==> src/rtl/hsv_to_rgb_dimmed_macros.svh <==
// assertion helpers used by hsvd_pipe
// all checks are clocked on i_clk and held off while i_rst_n is low
`ifndef HSV_TO_RGB_DIMMED_MACROS_SVH
`define HSV_TO_RGB_DIMMED_MACROS_SVH

// same-cycle implication
`define HSVD_ASSERT_NOW(label, ante, cons, msg) \
    label: assert property (@(posedge i_clk) disable iff (!i_rst_n) \
        (ante) |-> (cons)) else $error(msg);

// next-cycle implication
`define HSVD_ASSERT_NEXT(label, ante, cons, msg) \
    label: assert property (@(posedge i_clk) disable iff (!i_rst_n) \
        (ante) |=> (cons)) else $error(msg);

`endif

==> src/rtl/hsvd_pkg.sv <==
`timescale 1ns / 1ps
package hsvd_pkg;

    localparam logic OP_CONVERT     = 1'b0;
    localparam logic OP_CURVE_WRITE = 1'b1;

    localparam int CURVE_DEPTH = 256;
    localparam int CURVE_WIDTH = 8;

    localparam logic [8:0] HUE_FULL   = 9'd360;
    localparam logic [8:0] SECTOR_DEG = 9'd60;
    localparam logic [5:0] FRAC_FULL  = 6'd60;

    // floor(p / 60) == (p * RECIP_60) >> RECIP_SHIFT for every p below 2^14
    localparam logic [14:0] RECIP_60    = 15'd17477;
    localparam int          RECIP_SHIFT = 20;

    typedef enum logic [2:0] {
        SEC_R_TO_Y = 3'd0,
        SEC_Y_TO_G = 3'd1,
        SEC_G_TO_C = 3'd2,
        SEC_C_TO_B = 3'd3,
        SEC_B_TO_M = 3'd4,
        SEC_M_TO_R = 3'd5
    } t_sector;

    typedef struct packed {
        logic       opcode;
        logic [8:0] hue;
        logic [7:0] saturation;
        logic [7:0] brightness;
        logic [7:0] curve_index;
        logic [7:0] curve_value;
    } t_in_req;

    typedef struct packed {
        logic [7:0] red;
        logic [7:0] green;
        logic [7:0] blue;
    } t_out_req;

    // hue position handed from the lookup stage to the math pipeline
    typedef struct packed {
        t_sector    sector;
        logic [5:0] frac;
    } t_hue_pos;

endpackage

==> src/rtl/hsvd_ram.sv <==
`timescale 1ns / 1ps
module hsvd_ram #(
    parameter int WIDTH = 8,
    parameter int DEPTH = 256
) (
    input  logic                     i_clk,
    input  logic                     i_wr_en,
    input  logic [$clog2(DEPTH)-1:0] i_wr_addr,
    input  logic [WIDTH-1:0]         i_wr_data,
    input  logic                     i_rd_en,
    input  logic [$clog2(DEPTH)-1:0] i_rd_addr,
    output logic [WIDTH-1:0]         o_rd_data
);

    logic [WIDTH-1:0] r_mem [DEPTH];
    logic [WIDTH-1:0] r_rd_data;

    always_ff @(posedge i_clk) begin
        if (i_wr_en) begin
            r_mem[i_wr_addr] <= i_wr_data;
        end
        if (i_rd_en) begin
            r_rd_data <= r_mem[i_rd_addr];
        end
    end

    assign o_rd_data = r_rd_data;

endmodule

==> src/rtl/hsvd_pipe.sv <==
`timescale 1ns / 1ps
`include "hsv_to_rgb_dimmed_macros.svh"
module hsvd_pipe (
    input  logic              i_clk,
    input  logic              i_rst_n,
    input  logic              i_s1_valid,
    input  hsvd_pkg::t_hue_pos i_s1_pos,
    input  logic [7:0]        i_s1_val,
    input  logic [7:0]        i_s1_dsat,
    output logic              o_s1_ready,
    output logic              o_out_valid,
    input  logic              i_out_ready,
    output hsvd_pkg::t_out_req o_out_data
);
    import hsvd_pkg::*;

    typedef struct packed {
        t_hue_pos   pos;
        logic [7:0] val;
        logic [7:0] base;
        logic       gray;
    } t_s2;

    typedef struct packed {
        t_sector     sector;
        logic [7:0]  val;
        logic [7:0]  base;
        logic        gray;
        logic [13:0] product;
    } t_s3;

    logic     r_v2, r_v3, r_out_valid;
    t_s2      r_s2, n_s2;
    t_s3      r_s3, n_s3;
    t_out_req r_out, n_out;

    logic        out_free, rdy3, rdy2;
    logic [15:0] base_full;
    logic        up;
    logic [7:0]  diff;
    logic [5:0]  weight;
    logic [28:0] recip_prod;
    logic [7:0]  quot;
    logic [7:0]  blend;

    assign out_free   = !r_out_valid || i_out_ready;
    assign rdy3       = !r_v3 || out_free;
    assign rdy2       = !r_v2 || rdy3;
    assign o_s1_ready = rdy2;

    // stage 2: base = (dsat * val) >> 8, where dsat is the curve entry read at 255 - sat
    always_comb begin
        base_full   = i_s1_dsat * i_s1_val;
        n_s2.pos    = i_s1_pos;
        n_s2.val    = i_s1_val;
        n_s2.base   = base_full[15:8];
        n_s2.gray   = (i_s1_dsat == 8'hFF);
    end

    // stage 3: scaled span between base and val
    always_comb begin
        up = (r_s2.pos.sector == SEC_R_TO_Y) || (r_s2.pos.sector == SEC_G_TO_C)
            || (r_s2.pos.sector == SEC_B_TO_M);
        diff         = r_s2.val - r_s2.base;
        weight       = up ? r_s2.pos.frac : (FRAC_FULL - r_s2.pos.frac);
        n_s3.sector  = r_s2.pos.sector;
        n_s3.val     = r_s2.val;
        n_s3.base    = r_s2.base;
        n_s3.gray    = r_s2.gray;
        n_s3.product = diff * weight;
    end

    // stage 4: divide by 60 through the reciprocal, then place the channels
    always_comb begin
        recip_prod = r_s3.product * RECIP_60;
        quot       = recip_prod[RECIP_SHIFT+7:RECIP_SHIFT];
        blend      = quot + r_s3.base;
        n_out      = '{red: r_s3.val, green: r_s3.val, blue: r_s3.val};
        if (!r_s3.gray) begin
            case (r_s3.sector)
                SEC_R_TO_Y: begin
                    n_out = '{red: r_s3.val, green: blend, blue: r_s3.base};
                end
                SEC_Y_TO_G: begin
                    n_out = '{red: blend, green: r_s3.val, blue: r_s3.base};
                end
                SEC_G_TO_C: begin
                    n_out = '{red: r_s3.base, green: r_s3.val, blue: blend};
                end
                SEC_C_TO_B: begin
                    n_out = '{red: r_s3.base, green: blend, blue: r_s3.val};
                end
                SEC_B_TO_M: begin
                    n_out = '{red: blend, green: r_s3.base, blue: r_s3.val};
                end
                default: begin
                    n_out = '{red: r_s3.val, green: r_s3.base, blue: blend};
                end
            endcase
        end
    end

    always_ff @(posedge i_clk) begin
        if (!i_rst_n) begin
            r_v2        <= 1'b0;
            r_v3        <= 1'b0;
            r_out_valid <= 1'b0;
        end else begin
            if (rdy2) begin
                r_v2 <= i_s1_valid;
            end
            if (rdy3) begin
                r_v3 <= r_v2;
            end
            if (out_free) begin
                r_out_valid <= r_v3;
            end
        end
    end

    always_ff @(posedge i_clk) begin
        if (rdy2 && i_s1_valid) begin
            r_s2 <= n_s2;
        end
        if (rdy3 && r_v2) begin
            r_s3 <= n_s3;
        end
        if (out_free && r_v3) begin
            r_out <= n_out;
        end
    end

    assign o_out_valid = r_out_valid;
    assign o_out_data  = r_out;

    `HSVD_ASSERT_NOW(a_base_le_val, r_v2, r_s2.base <= r_s2.val, "base above value")
    `HSVD_ASSERT_NOW(a_frac_range, r_v2, r_s2.pos.frac < FRAC_FULL, "hue fraction out of range")
    `HSVD_ASSERT_NOW(a_quot_le_span, r_v3 && !r_s3.gray, quot <= (r_s3.val - r_s3.base),
        "blend beyond value")
    `HSVD_ASSERT_NEXT(a_stall_holds, r_out_valid && !i_out_ready && r_v3, r_v3,
        "stage 3 lost during output stall")

endmodule

==> src/rtl/hsv_to_rgb_dimmed.sv <==
// HSV to RGB converter with a loadable 256-entry dim curve. A request with opcode 0 converts
// one pixel and yields one RGB result through the curve read, stage 2, stage 3 and the output
// register; a request with opcode 1 writes one curve entry at acceptance and yields nothing,
// and the new entry is seen by any pixel accepted in a later cycle. One request is taken
// every cycle unless a stall fills the pipeline: the curve is held in two identical
// single-port-read memories so both lookups (value and inverted saturation) happen in the
// acceptance cycle, and the math that follows is a three-stage pipeline with its own
// valid/ready chain, the last stage being the registered output, so input ready stays high
// while a result waits as long as a pipeline stage is free. Hue 360 acts as 0 and 361 to
// 511 act as 1 to 151. Pixels must only look up curve entries that were written before.
`timescale 1ns / 1ps
module hsv_to_rgb_dimmed (
    input  logic              i_clk,
    input  logic              i_rst_n,
    input  logic              i_in_valid,
    output logic              o_in_ready,
    input  hsvd_pkg::t_in_req i_in_data,
    output logic              o_out_valid,
    input  logic              i_out_ready,
    output hsvd_pkg::t_out_req o_out_data
);
    import hsvd_pkg::*;

    localparam int AW = $clog2(CURVE_DEPTH);

    logic       accept, wr_en, rd_en, s1_ready;
    logic [8:0] hue_wrap;
    t_hue_pos   n_pos, r_pos;
    logic       r_v1;
    logic [7:0] val_raw, dsat_raw;
    logic [AW-1:0] sat_addr;

    assign o_in_ready = !r_v1 || s1_ready;
    assign accept     = i_in_valid && o_in_ready;
    assign wr_en      = accept && (i_in_data.opcode == OP_CURVE_WRITE);
    assign rd_en      = accept && (i_in_data.opcode == OP_CONVERT);
    assign sat_addr   = ~i_in_data.saturation;

    // split hue into 60 degree sector and offset inside it
    always_comb begin
        hue_wrap = (i_in_data.hue >= HUE_FULL) ? (i_in_data.hue - HUE_FULL) : i_in_data.hue;
        if (hue_wrap < SECTOR_DEG) begin
            n_pos.sector = SEC_R_TO_Y;
            n_pos.frac   = hue_wrap[5:0];
        end else if (hue_wrap < 9'(2 * SECTOR_DEG)) begin
            n_pos.sector = SEC_Y_TO_G;
            n_pos.frac   = 6'(hue_wrap - SECTOR_DEG);
        end else if (hue_wrap < 9'(3 * SECTOR_DEG)) begin
            n_pos.sector = SEC_G_TO_C;
            n_pos.frac   = 6'(hue_wrap - 9'(2 * SECTOR_DEG));
        end else if (hue_wrap < 9'(4 * SECTOR_DEG)) begin
            n_pos.sector = SEC_C_TO_B;
            n_pos.frac   = 6'(hue_wrap - 9'(3 * SECTOR_DEG));
        end else if (hue_wrap < 9'(5 * SECTOR_DEG)) begin
            n_pos.sector = SEC_B_TO_M;
            n_pos.frac   = 6'(hue_wrap - 9'(4 * SECTOR_DEG));
        end else begin
            n_pos.sector = SEC_M_TO_R;
            n_pos.frac   = 6'(hue_wrap - 9'(5 * SECTOR_DEG));
        end
    end

    always_ff @(posedge i_clk) begin
        if (!i_rst_n) begin
            r_v1 <= 1'b0;
        end else if (o_in_ready) begin
            r_v1 <= rd_en;
        end
    end

    always_ff @(posedge i_clk) begin
        if (rd_en) begin
            r_pos <= n_pos;
        end
    end

    // both copies take every curve write
    hsvd_ram #(
        .WIDTH(CURVE_WIDTH),
        .DEPTH(CURVE_DEPTH)
    ) u_curve_val (
        .i_clk     (i_clk),
        .i_wr_en   (wr_en),
        .i_wr_addr (i_in_data.curve_index),
        .i_wr_data (i_in_data.curve_value),
        .i_rd_en   (rd_en),
        .i_rd_addr (i_in_data.brightness),
        .o_rd_data (val_raw)
    );

    hsvd_ram #(
        .WIDTH(CURVE_WIDTH),
        .DEPTH(CURVE_DEPTH)
    ) u_curve_sat (
        .i_clk     (i_clk),
        .i_wr_en   (wr_en),
        .i_wr_addr (i_in_data.curve_index),
        .i_wr_data (i_in_data.curve_value),
        .i_rd_en   (rd_en),
        .i_rd_addr (sat_addr),
        .o_rd_data (dsat_raw)
    );

    hsvd_pipe u_pipe (
        .i_clk       (i_clk),
        .i_rst_n     (i_rst_n),
        .i_s1_valid  (r_v1),
        .i_s1_pos    (r_pos),
        .i_s1_val    (val_raw),
        .i_s1_dsat   (dsat_raw),
        .o_s1_ready  (s1_ready),
        .o_out_valid (o_out_valid),
        .i_out_ready (i_out_ready),
        .o_out_data  (o_out_data)
    );

endmodule
==> config.mk <==
export PLATFORM = sky130hd
export DESIGN_NAME = hsv_to_rgb_dimmed
export DESIGN_NICKNAME = d
export VERILOG_FILES = /design/src/rtl/hsvd_pkg.sv /design/src/rtl/hsvd_ram.sv /design/src/rtl/hsvd_pipe.sv /design/src/rtl/hsv_to_rgb_dimmed.sv
export VERILOG_INCLUDE_DIRS = /design/src /design/src/rtl
export SDC_FILE = /design/constraint.sdc
export NUM_CORES = 2
export LEC_CHECK = 0
export BUFFER_PORTS_ARGS = -buffer_cell sky130_fd_sc_hd__buf_2
export CAP_MARGIN = 25
export CORE_ASPECT_RATIO = 1.4
export CORE_MARGIN = 1
export CORE_UTILIZATION = 60
export DETAILED_ROUTE_END_ITERATION = 10
export GPL_TIMING_DRIVEN = 0
export PLACE_DENSITY_LB_ADDON = 0.05
export SYNTH_ARGS = -nofsm -noshare
export SYNTH_HDL_FRONTEND = slang
export SYNTH_HIERARCHICAL = 1
export SYNTH_SLANG_ARGS = --single-unit
export TNS_END_PERCENT = 20
==> constraint.sdc <==
create_clock -name i_clk -period 7 [get_ports i_clk]
set_clock_uncertainty 0.1 [all_clocks]
set_input_delay 0.7 -clock i_clk [delete_from_list [all_inputs] [get_ports i_clk]]
set_output_delay 0.7 -clock i_clk [all_outputs]
set_load 0.02 [all_outputs]
=== Word-level counts from Yosys, hierarchy flattened ===
Memories as Yosys holds them, arrays and structs flattened. A register that Yosys moved wholly into a read port is not among the register bits.
Index checks and enable logic that the tools add are counted.

* Add/sub/neg operators: 9
* Magnitude comparators: 6
* Reduce and logical (&&, ||, !) cells: 20
* Multiply operators: 3
* Multiplexer cells: 11
* Equality and inequality tests: 7
* Bitwise logic cells: 2

{| class="wikitable"
|+ Operators by type and width
! operator !! number
|-
| 24-bit one-hot mux with 5 select lines || 1
|-
| 6-bit subtractor (second input constant) || 5
|-
| 14-bit by 15-bit multiplier with 28-bit output (second input constant) || 1
|-
| 24-bit two-way mux || 1
|-
| 9-bit by 8-bit < comparator with 1-bit output (second input constant) || 2
|-
| 8-bit by 8-bit multiplier with 16-bit output || 1
|-
| 8-bit two-way mux || 2
|-
| 8-bit by 6-bit multiplier with 14-bit output || 1
|-
| 7-bit two-way mux || 2
|-
| 6-bit two-way mux || 2
|-
| 3-bit by 2-bit equality test with 1-bit output (second input constant) || 3
|-
| 9-bit >= comparator (second input constant) || 1
|-
| 9-bit by 6-bit < comparator with 1-bit output (second input constant) || 1
|-
| 9-bit by 7-bit < comparator with 1-bit output (second input constant) || 1
|-
| 9-bit < comparator (second input constant) || 1
|-
| 9-bit two-way mux || 1
|-
| 9-bit subtractor (second input constant) || 1
|-
| 8-bit adder || 1
|-
| 8-bit equality test (second input constant) || 1
|-
| 8-bit NOT || 1
|-
| 8-bit subtractor || 1
|-
| 3-bit equality test (second input constant) || 2
|-
| 1-bit logical AND || 6
|-
| 3-bit zero test || 2
|-
| other kinds (8) || 17
|}

* Memory bits (writable): 4096
* Memories kept: 2
* Logic and storage cells: 81
* Output and inout port bits: 26
* Register bits after elaboration: 97

{| class="wikitable"
|+ Memory list
! name !! words !! bits a word !! rd ports !! clocked after Yosys merged registers in !! write ports !! line !! text
|-
| u_curve_sat.r_mem || 256 || 8 || 1 || 1 || 1 || hsvd_ram.sv:15 || <nowiki>logic [WIDTH-1:0] r_mem [DEPTH];</nowiki>
|-
| u_curve_val.r_mem || 256 || 8 || 1 || 1 || 1 || hsvd_ram.sv:15 ||
|}

=== Longest topological paths before layout ===
* Word-level depth: 9
* Gate-level depth with buffers: 26
* Gate-level depth less buffers: 26

=== Cells and area by module ===
The synthesis kept the hierarchy.

{| class="wikitable"
|+ Modules (own cells, without submodules)
! module !! instances !! area an instance (µm²) !! cells each !! sequential area each (µm²)
|-
| hsvd_ram || 2 || 79636.4 || 3733 || 61739.2
|-
| hsvd_pipe || 1 || 9240.1 || 899 || 2582.5
|-
| hsv_to_rgb_dimmed || 1 || 1129.8 || 132 || 290.3
|}

=== Worst setup path after synthesis ===
OpenSTA, ideal clock, no wires.

* Kind: register to register
* Start point: reg u_pipe/r_s3[11] (netlist bit)
* End point: reg u_pipe.r_out, in the netlist u_pipe/o_out_data[7], data pin
* Library setup time: 0.261 ns
* Slack: 0.778 ns
* Data arrival time: 5.861 ns
* Stages on the path, launching flop included: 21
* Data required time: 6.639 ns
* Cells stage by stage: edfxtp_1 -> ha_1 -> fa_1 -> fa_1 -> fa_1 -> fa_1 -> ha_1 -> a211o_1 -> a211oi_2 -> o311ai_2 -> a41o_1 -> or2_2 -> a21oi_1 -> xnor2_1 -> ha_1 -> a2111oi_0 -> o21a_1 -> nor2_1 -> o41ai_2 -> nor3b_2 -> a221o_1

{| class="wikitable"
|+ RTL lines
! item !! line !! text
|-
| from (decl) || hsvd_pipe.sv:34 || <nowiki>t_s3 r_s3, n_s3;</nowiki>
|-
| from (signal assigned) || hsvd_pipe.sv:126 || <nowiki>r_s3 <= n_s3;</nowiki>
|-
| to (signal assigned) || hsvd_pipe.sv:129 || <nowiki>r_out <= n_out;</nowiki>
|-
| to (decl) || hsvd_pipe.sv:35 || <nowiki>t_out_req r_out, n_out;</nowiki>
|}

==> flow_metrics.env <==
export IMPL_drive_above_1_share_pct=20.86
export IMPL_grt_pass1_vias=91536
export IMPL_cts_sinks=4209
export IMPL_cp_end_kind="register"
export IMPL_cap_violations=0
export IMPL_portBuffers=65
export IMPL_die_y_microns=631.2
export IMPL_path_clk_slew_ns=0.07
export IMPL_multiInputGateArea_sq_um=39900
export IMPL_start_util_pct=60.40
export IMPL_drt_pass1_iterations=7
export IMPL_fmax_mhz=147.6
export IMPL_power_share_clock_pct=37.7
export IMPL_io_pins=72
export IMPL_cp_slowest_cell="edfxtp_1"
export IMPL_critPathMaxStageDelay_ns=0.49
export IMPL_htreeDepth=5
export IMPL_final_cell_area_sq_um=189600
export IMPL_critPathMostFrequentCell="fa_1"
export IMPL_tightest_slew_ns=1.280
export IMPL_vias=92529
export IMPL_critPathArrivalTime_ns=7.31
export IMPL_drt_iter0_drc=12725
export IMPL_fin_nets=9392
export IMPL_internal_power_mw=42.12
export IMPL_path_buf_inv=2
export IMPL_syn2layout_area_growth_pct=11.76
export IMPL_path_class="reg2reg"
export IMPL_min_from="i_in_data[5]"
export IMPL_crit_path_start_kind="register"
export IMPL_synth_cell_types=94
export IMPL_synth_cells=8497
export IMPL_finalSetupViolations=0
export IMPL_viasPerCell=7.036
export IMPL_ys_warn_count=6
export IMPL_syn_avg_cell_area_sq_um=19.97
export IMPL_min_path_type="in2reg"
export IMPL_die_area_sq_um=284900
export IMPL_core_rowCount=230
export IMPL_run_status="finished clean"
export IMPL_p_seq_share_pct=50.5
export IMPL_grt_max_degree=157
export IMPL_place_hpwl_microns=366400
export IMPL_required_ns=7.54
export IMPL_critPathTopFamily="adder cells"
export IMPL_syn_num_nets=8785
export IMPL_final_antenna_net_count=0
export IMPL_power_leakage_nw=60.39
export IMPL_drt_wirelength_per_cell_microns=40.17
export IMPL_clk_latency_ns=0.93
export IMPL_die_w_microns=451.4
export IMPL_clock_root_buffer="clkbuf_16"
export IMPL_cts_buffers=387
export IMPL_wirelength_microns=528200
export IMPL_seqCellArea_sq_um=126400
export IMPL_synth_seq_cells=4209
export IMPL_crit_fanout=4
export IMPL_antenna_found_initial=27
export IMPL_irDropWorstVdd_mv=0.2585
export IMPL_worstReg2RegStart="u_pipe/r_s3[12]"
export IMPL_slew_headroom_pct=14.02
export IMPL_grt_pass1_wl_microns=723100
export IMPL_crit_start="u_pipe/r_s3[12]"
export IMPL_cts_tree="built"
export IMPL_swShare_pct=23.99
export IMPL_p_total_mw=55.42
export IMPL_crit_chain="ha_1 > inv_1 > fa_1 > inv_1 > fa_1 > fa_1 > fa_1 > ha_1 > a211o_1 > a211oi_4 > o311ai_4 > a41o_1 > or2_2 > a21oi_2 > xnor2_1 > ha_1 > or3_1 > o21ai_1 > o21a_1 > nor2_1 > o41ai_2 > nor3b_2 > a221o_1"
export IMPL_overflow=0
export IMPL_yosysSeqAreaShare_pct=74.48
export IMPL_gp_congestion=1.089
export IMPL_dominantRegCellSynth="edfxtp_1"
export IMPL_p_switching_mw=13.29
export IMPL_core_area_sq_um=280900
export IMPL_powerDensity_nw_per_um2=292.3
export IMPL_track_usage_pct=37.46
export IMPL_finalCritPeriodShare_pct=96.79
export IMPL_drc_errors=0
export IMPL_min_period_ns=6.775
export IMPL_synth_area_sq_um=169600
export IMPL_post_dp_cell_area_sq_um=176900
export IMPL_final_hold_violation_count=0
export IMPL_clk_path_buf_depth=4
export IMPL_pwr_share_comb_pct=11.9
export IMPL_synth_edff_count=4205
export IMPL_async_reset_ff_share_pct=0
export IMPL_fill_cells=18143
export IMPL_final_max_slew_viol_count=0
cell usage after synthesis (9+ instances only):
cell type / count / area [sq um]
nor4_1: 50 / 312.8
o22a_1: 10 / 87.58
ha_1: 160 / 2002
and2_1: 55 / 344.1
buf_2: 65 / 325.3
nand4_1: 28 / 175.2
o211ai_1: 26 / 195.2
mux2i_1: 271 / 2713
nand2b_1: 23 / 143.9
o22ai_1: 57 / 356.6
buf_8: 26 / 390.4
nor2_1: 625 / 2346
nand3b_1: 9 / 67.56
a211oi_1: 35 / 262.8
a21oi_1: 234 / 1171
or2_2: 9 / 56.30
edfxtp_1: 4205 / 126300
a221oi_1: 28 / 245.2
xnor2_1: 24 / 210.2
a22oi_1: 293 / 2200
buf_1: 44 / 165.2
nand2_1: 153 / 574.3
buf_12: 16 / 320.3
clkbuf_1: 239 / 897.1
nor3_1: 54 / 270.3
a22o_1: 18 / 157.7
nor2b_1: 74 / 462.9
o221ai_1: 92 / 805.8
buf_4: 54 / 405.4
nand3_1: 82 / 410.4
fa_1: 82 / 1642
mux4_2: 908 / 20450
o21ai_0: 57 / 285.3
buf_6: 43 / 484.2
xor2_1: 17 / 148.9
inv_1: 157 / 589.3
placed cells by master (no fill, tap or decap), types with 49 or more instances in the layout:
| cell | instances |
|---|---|
| a21oi_1 | 224 |
| buf_8 | 84 |
| and2_1 | 55 |
| a22oi_1 | 293 |
| o21ai_0 | 55 |
| clkinv_1 | 109 |
| buf_4 | 79 |
| mux2i_1 | 271 |
| edfxtp_1 | 4205 |
| fa_1 | 82 |
| buf_2 | 144 |
| nor2b_1 | 73 |
| mux4_2 | 908 |
| nor2_1 | 624 |
| inv_1 | 157 |
| ha_1 | 159 |
| o22ai_1 | 57 |
| nand3_1 | 82 |
| nor3_1 | 53 |
| clkbuf_16 | 398 |
| o221ai_1 | 92 |
| clkinv_2 | 49 |
| buf_6 | 59 |
| nand2_1 | 153 |
| clkbuf_1 | 271 |
kinds of logic (layout without fill, tap and decap cells):
| family | count (synthesis) | count (layout) | synth area share (%) |
|---|---|---|---|
| compound gates | 961 | 961 | 4.008 |
| xor+xnor | 41 | 41 | 0.2117 |
| flops | 4209 | 4209 | 74.48 |
| fa+ha+maj | 242 | 242 | 2.148 |
| mux | 1187 | 1187 | 13.74 |
| buf+inv | 647 | 1554 | 2.118 |
| simple gates | 1210 | 1210 | 3.292 |
| other cells | 0 | 34 | 0 |
area by class of cell:
class	count	area share, %
Clock inverter	222	1.080
Timing Repair Buffer	218	1.419
Clock buffer	467	5.390
Inverter	160	0.3194
Tap cell	3712	2.450
Multi-Input combinational cell	3641	21.05
Sequential cell	4209	66.64
Buffer	487	1.604
Antenna cell	34	0.04488
sequential cells by signal, indices dropped and copies added, names as in the netlist:
name / flops
u_pipe/r_v2: 1
u_curve_sat/o_rd_data: 8
u_pipe/n_s3: 20
r_v1: 1
u_pipe/o_out_data: 24
u_pipe/r_s2: 6
u_curve_val/r_mem: 2048
u_pipe/r_v3: 1
u_curve_val/o_rd_data: 8
u_pipe/o_out_valid: 1
u_pipe/r_s3: 34
u_curve_sat/r_mem: 2048
r_pos: 9
worst paths after layout:
path / slack (ns) / cells past startpoint / end
worst min register to register: 0.32 / 0 / u_pipe/r_s2[21]
worst max-delay path: 0.22 / 23 / u_pipe/o_out_data[7]
worst min-delay path: 0.13 / 1 / u_curve_sat/r_mem[79][5]
worst max register to register: 0.22 / 23 / u_pipe/o_out_data[7]
power groups by stage:
stage               logic [mW]  registers, mW  clock network, mW
global placement          6.09           28.7                  0
detailed placement        6.36           28.5                  0
CTS                       6.42           28.0               21.0
global route              7.13           28.0               21.9
finish                    6.57           28.0               20.9
floorplan                 3.97           28.5                  0
worst reg2reg max path: stages, from the launching register on:
cell	delay, ns
edfxtp_1	0.49
ha_1	0.34
inv_1	0.05
fa_1	0.39
inv_1	0.08
fa_1	0.45
fa_1	0.46
fa_1	0.40
ha_1	0.30
a211o_1	0.34
a211oi_4	0.33
o311ai_4	0.17
a41o_1	0.27
or2_2	0.33
a21oi_2	0.16
xnor2_1	0.09
ha_1	0.22
or3_1	0.38
o21ai_1	0.13
o21a_1	0.16
nor2_1	0.06
o41ai_2	0.33
nor3b_2	0.13
a221o_1	0.37
routing by layer:
| layer | share of wire [%] | routed length (microns) | track usage, % |
|---|---|---|---|
| met1 | 32 | 166900 | 42.98 |
| met2 | 49 | 256200 | 60.19 |
| met3 | 9.5 | 50020 | 8.268 |
| met4 | 10 | 55060 | 31.79 |
| met5 | 0.017 | 91 | 0 |
repair_timing:
item	4_1_cts	5_1_grt
endpoints found under the hold margin	10	0
hold buffers	4	0
endpoints found under the setup margin	1	3
buffers inserted	0	7
gates resized for setup	1	8
pin swaps	0	5
metrics by stage:
stage	utilization [%]	setup slack (ns)	TNS (ns)	hold slack, ns	std cells
2_1_floorplan	-	0.7781	0	0.3003	8497
3_3_place_gp	62.17	-2.244	-7242.49	0.3014	12274
3_5_place_dp	62.97	-0.01445	-0.01445	0.3071	12397
4_1_cts	67.35	0.003297	0	0.07687	13090
5_1_grt	67.47	-0.03310	-0.03310	0.1223	13120
6_report	67.50	0.2249	0	0.1313	13150
Power figures use the tool's default switching activity.
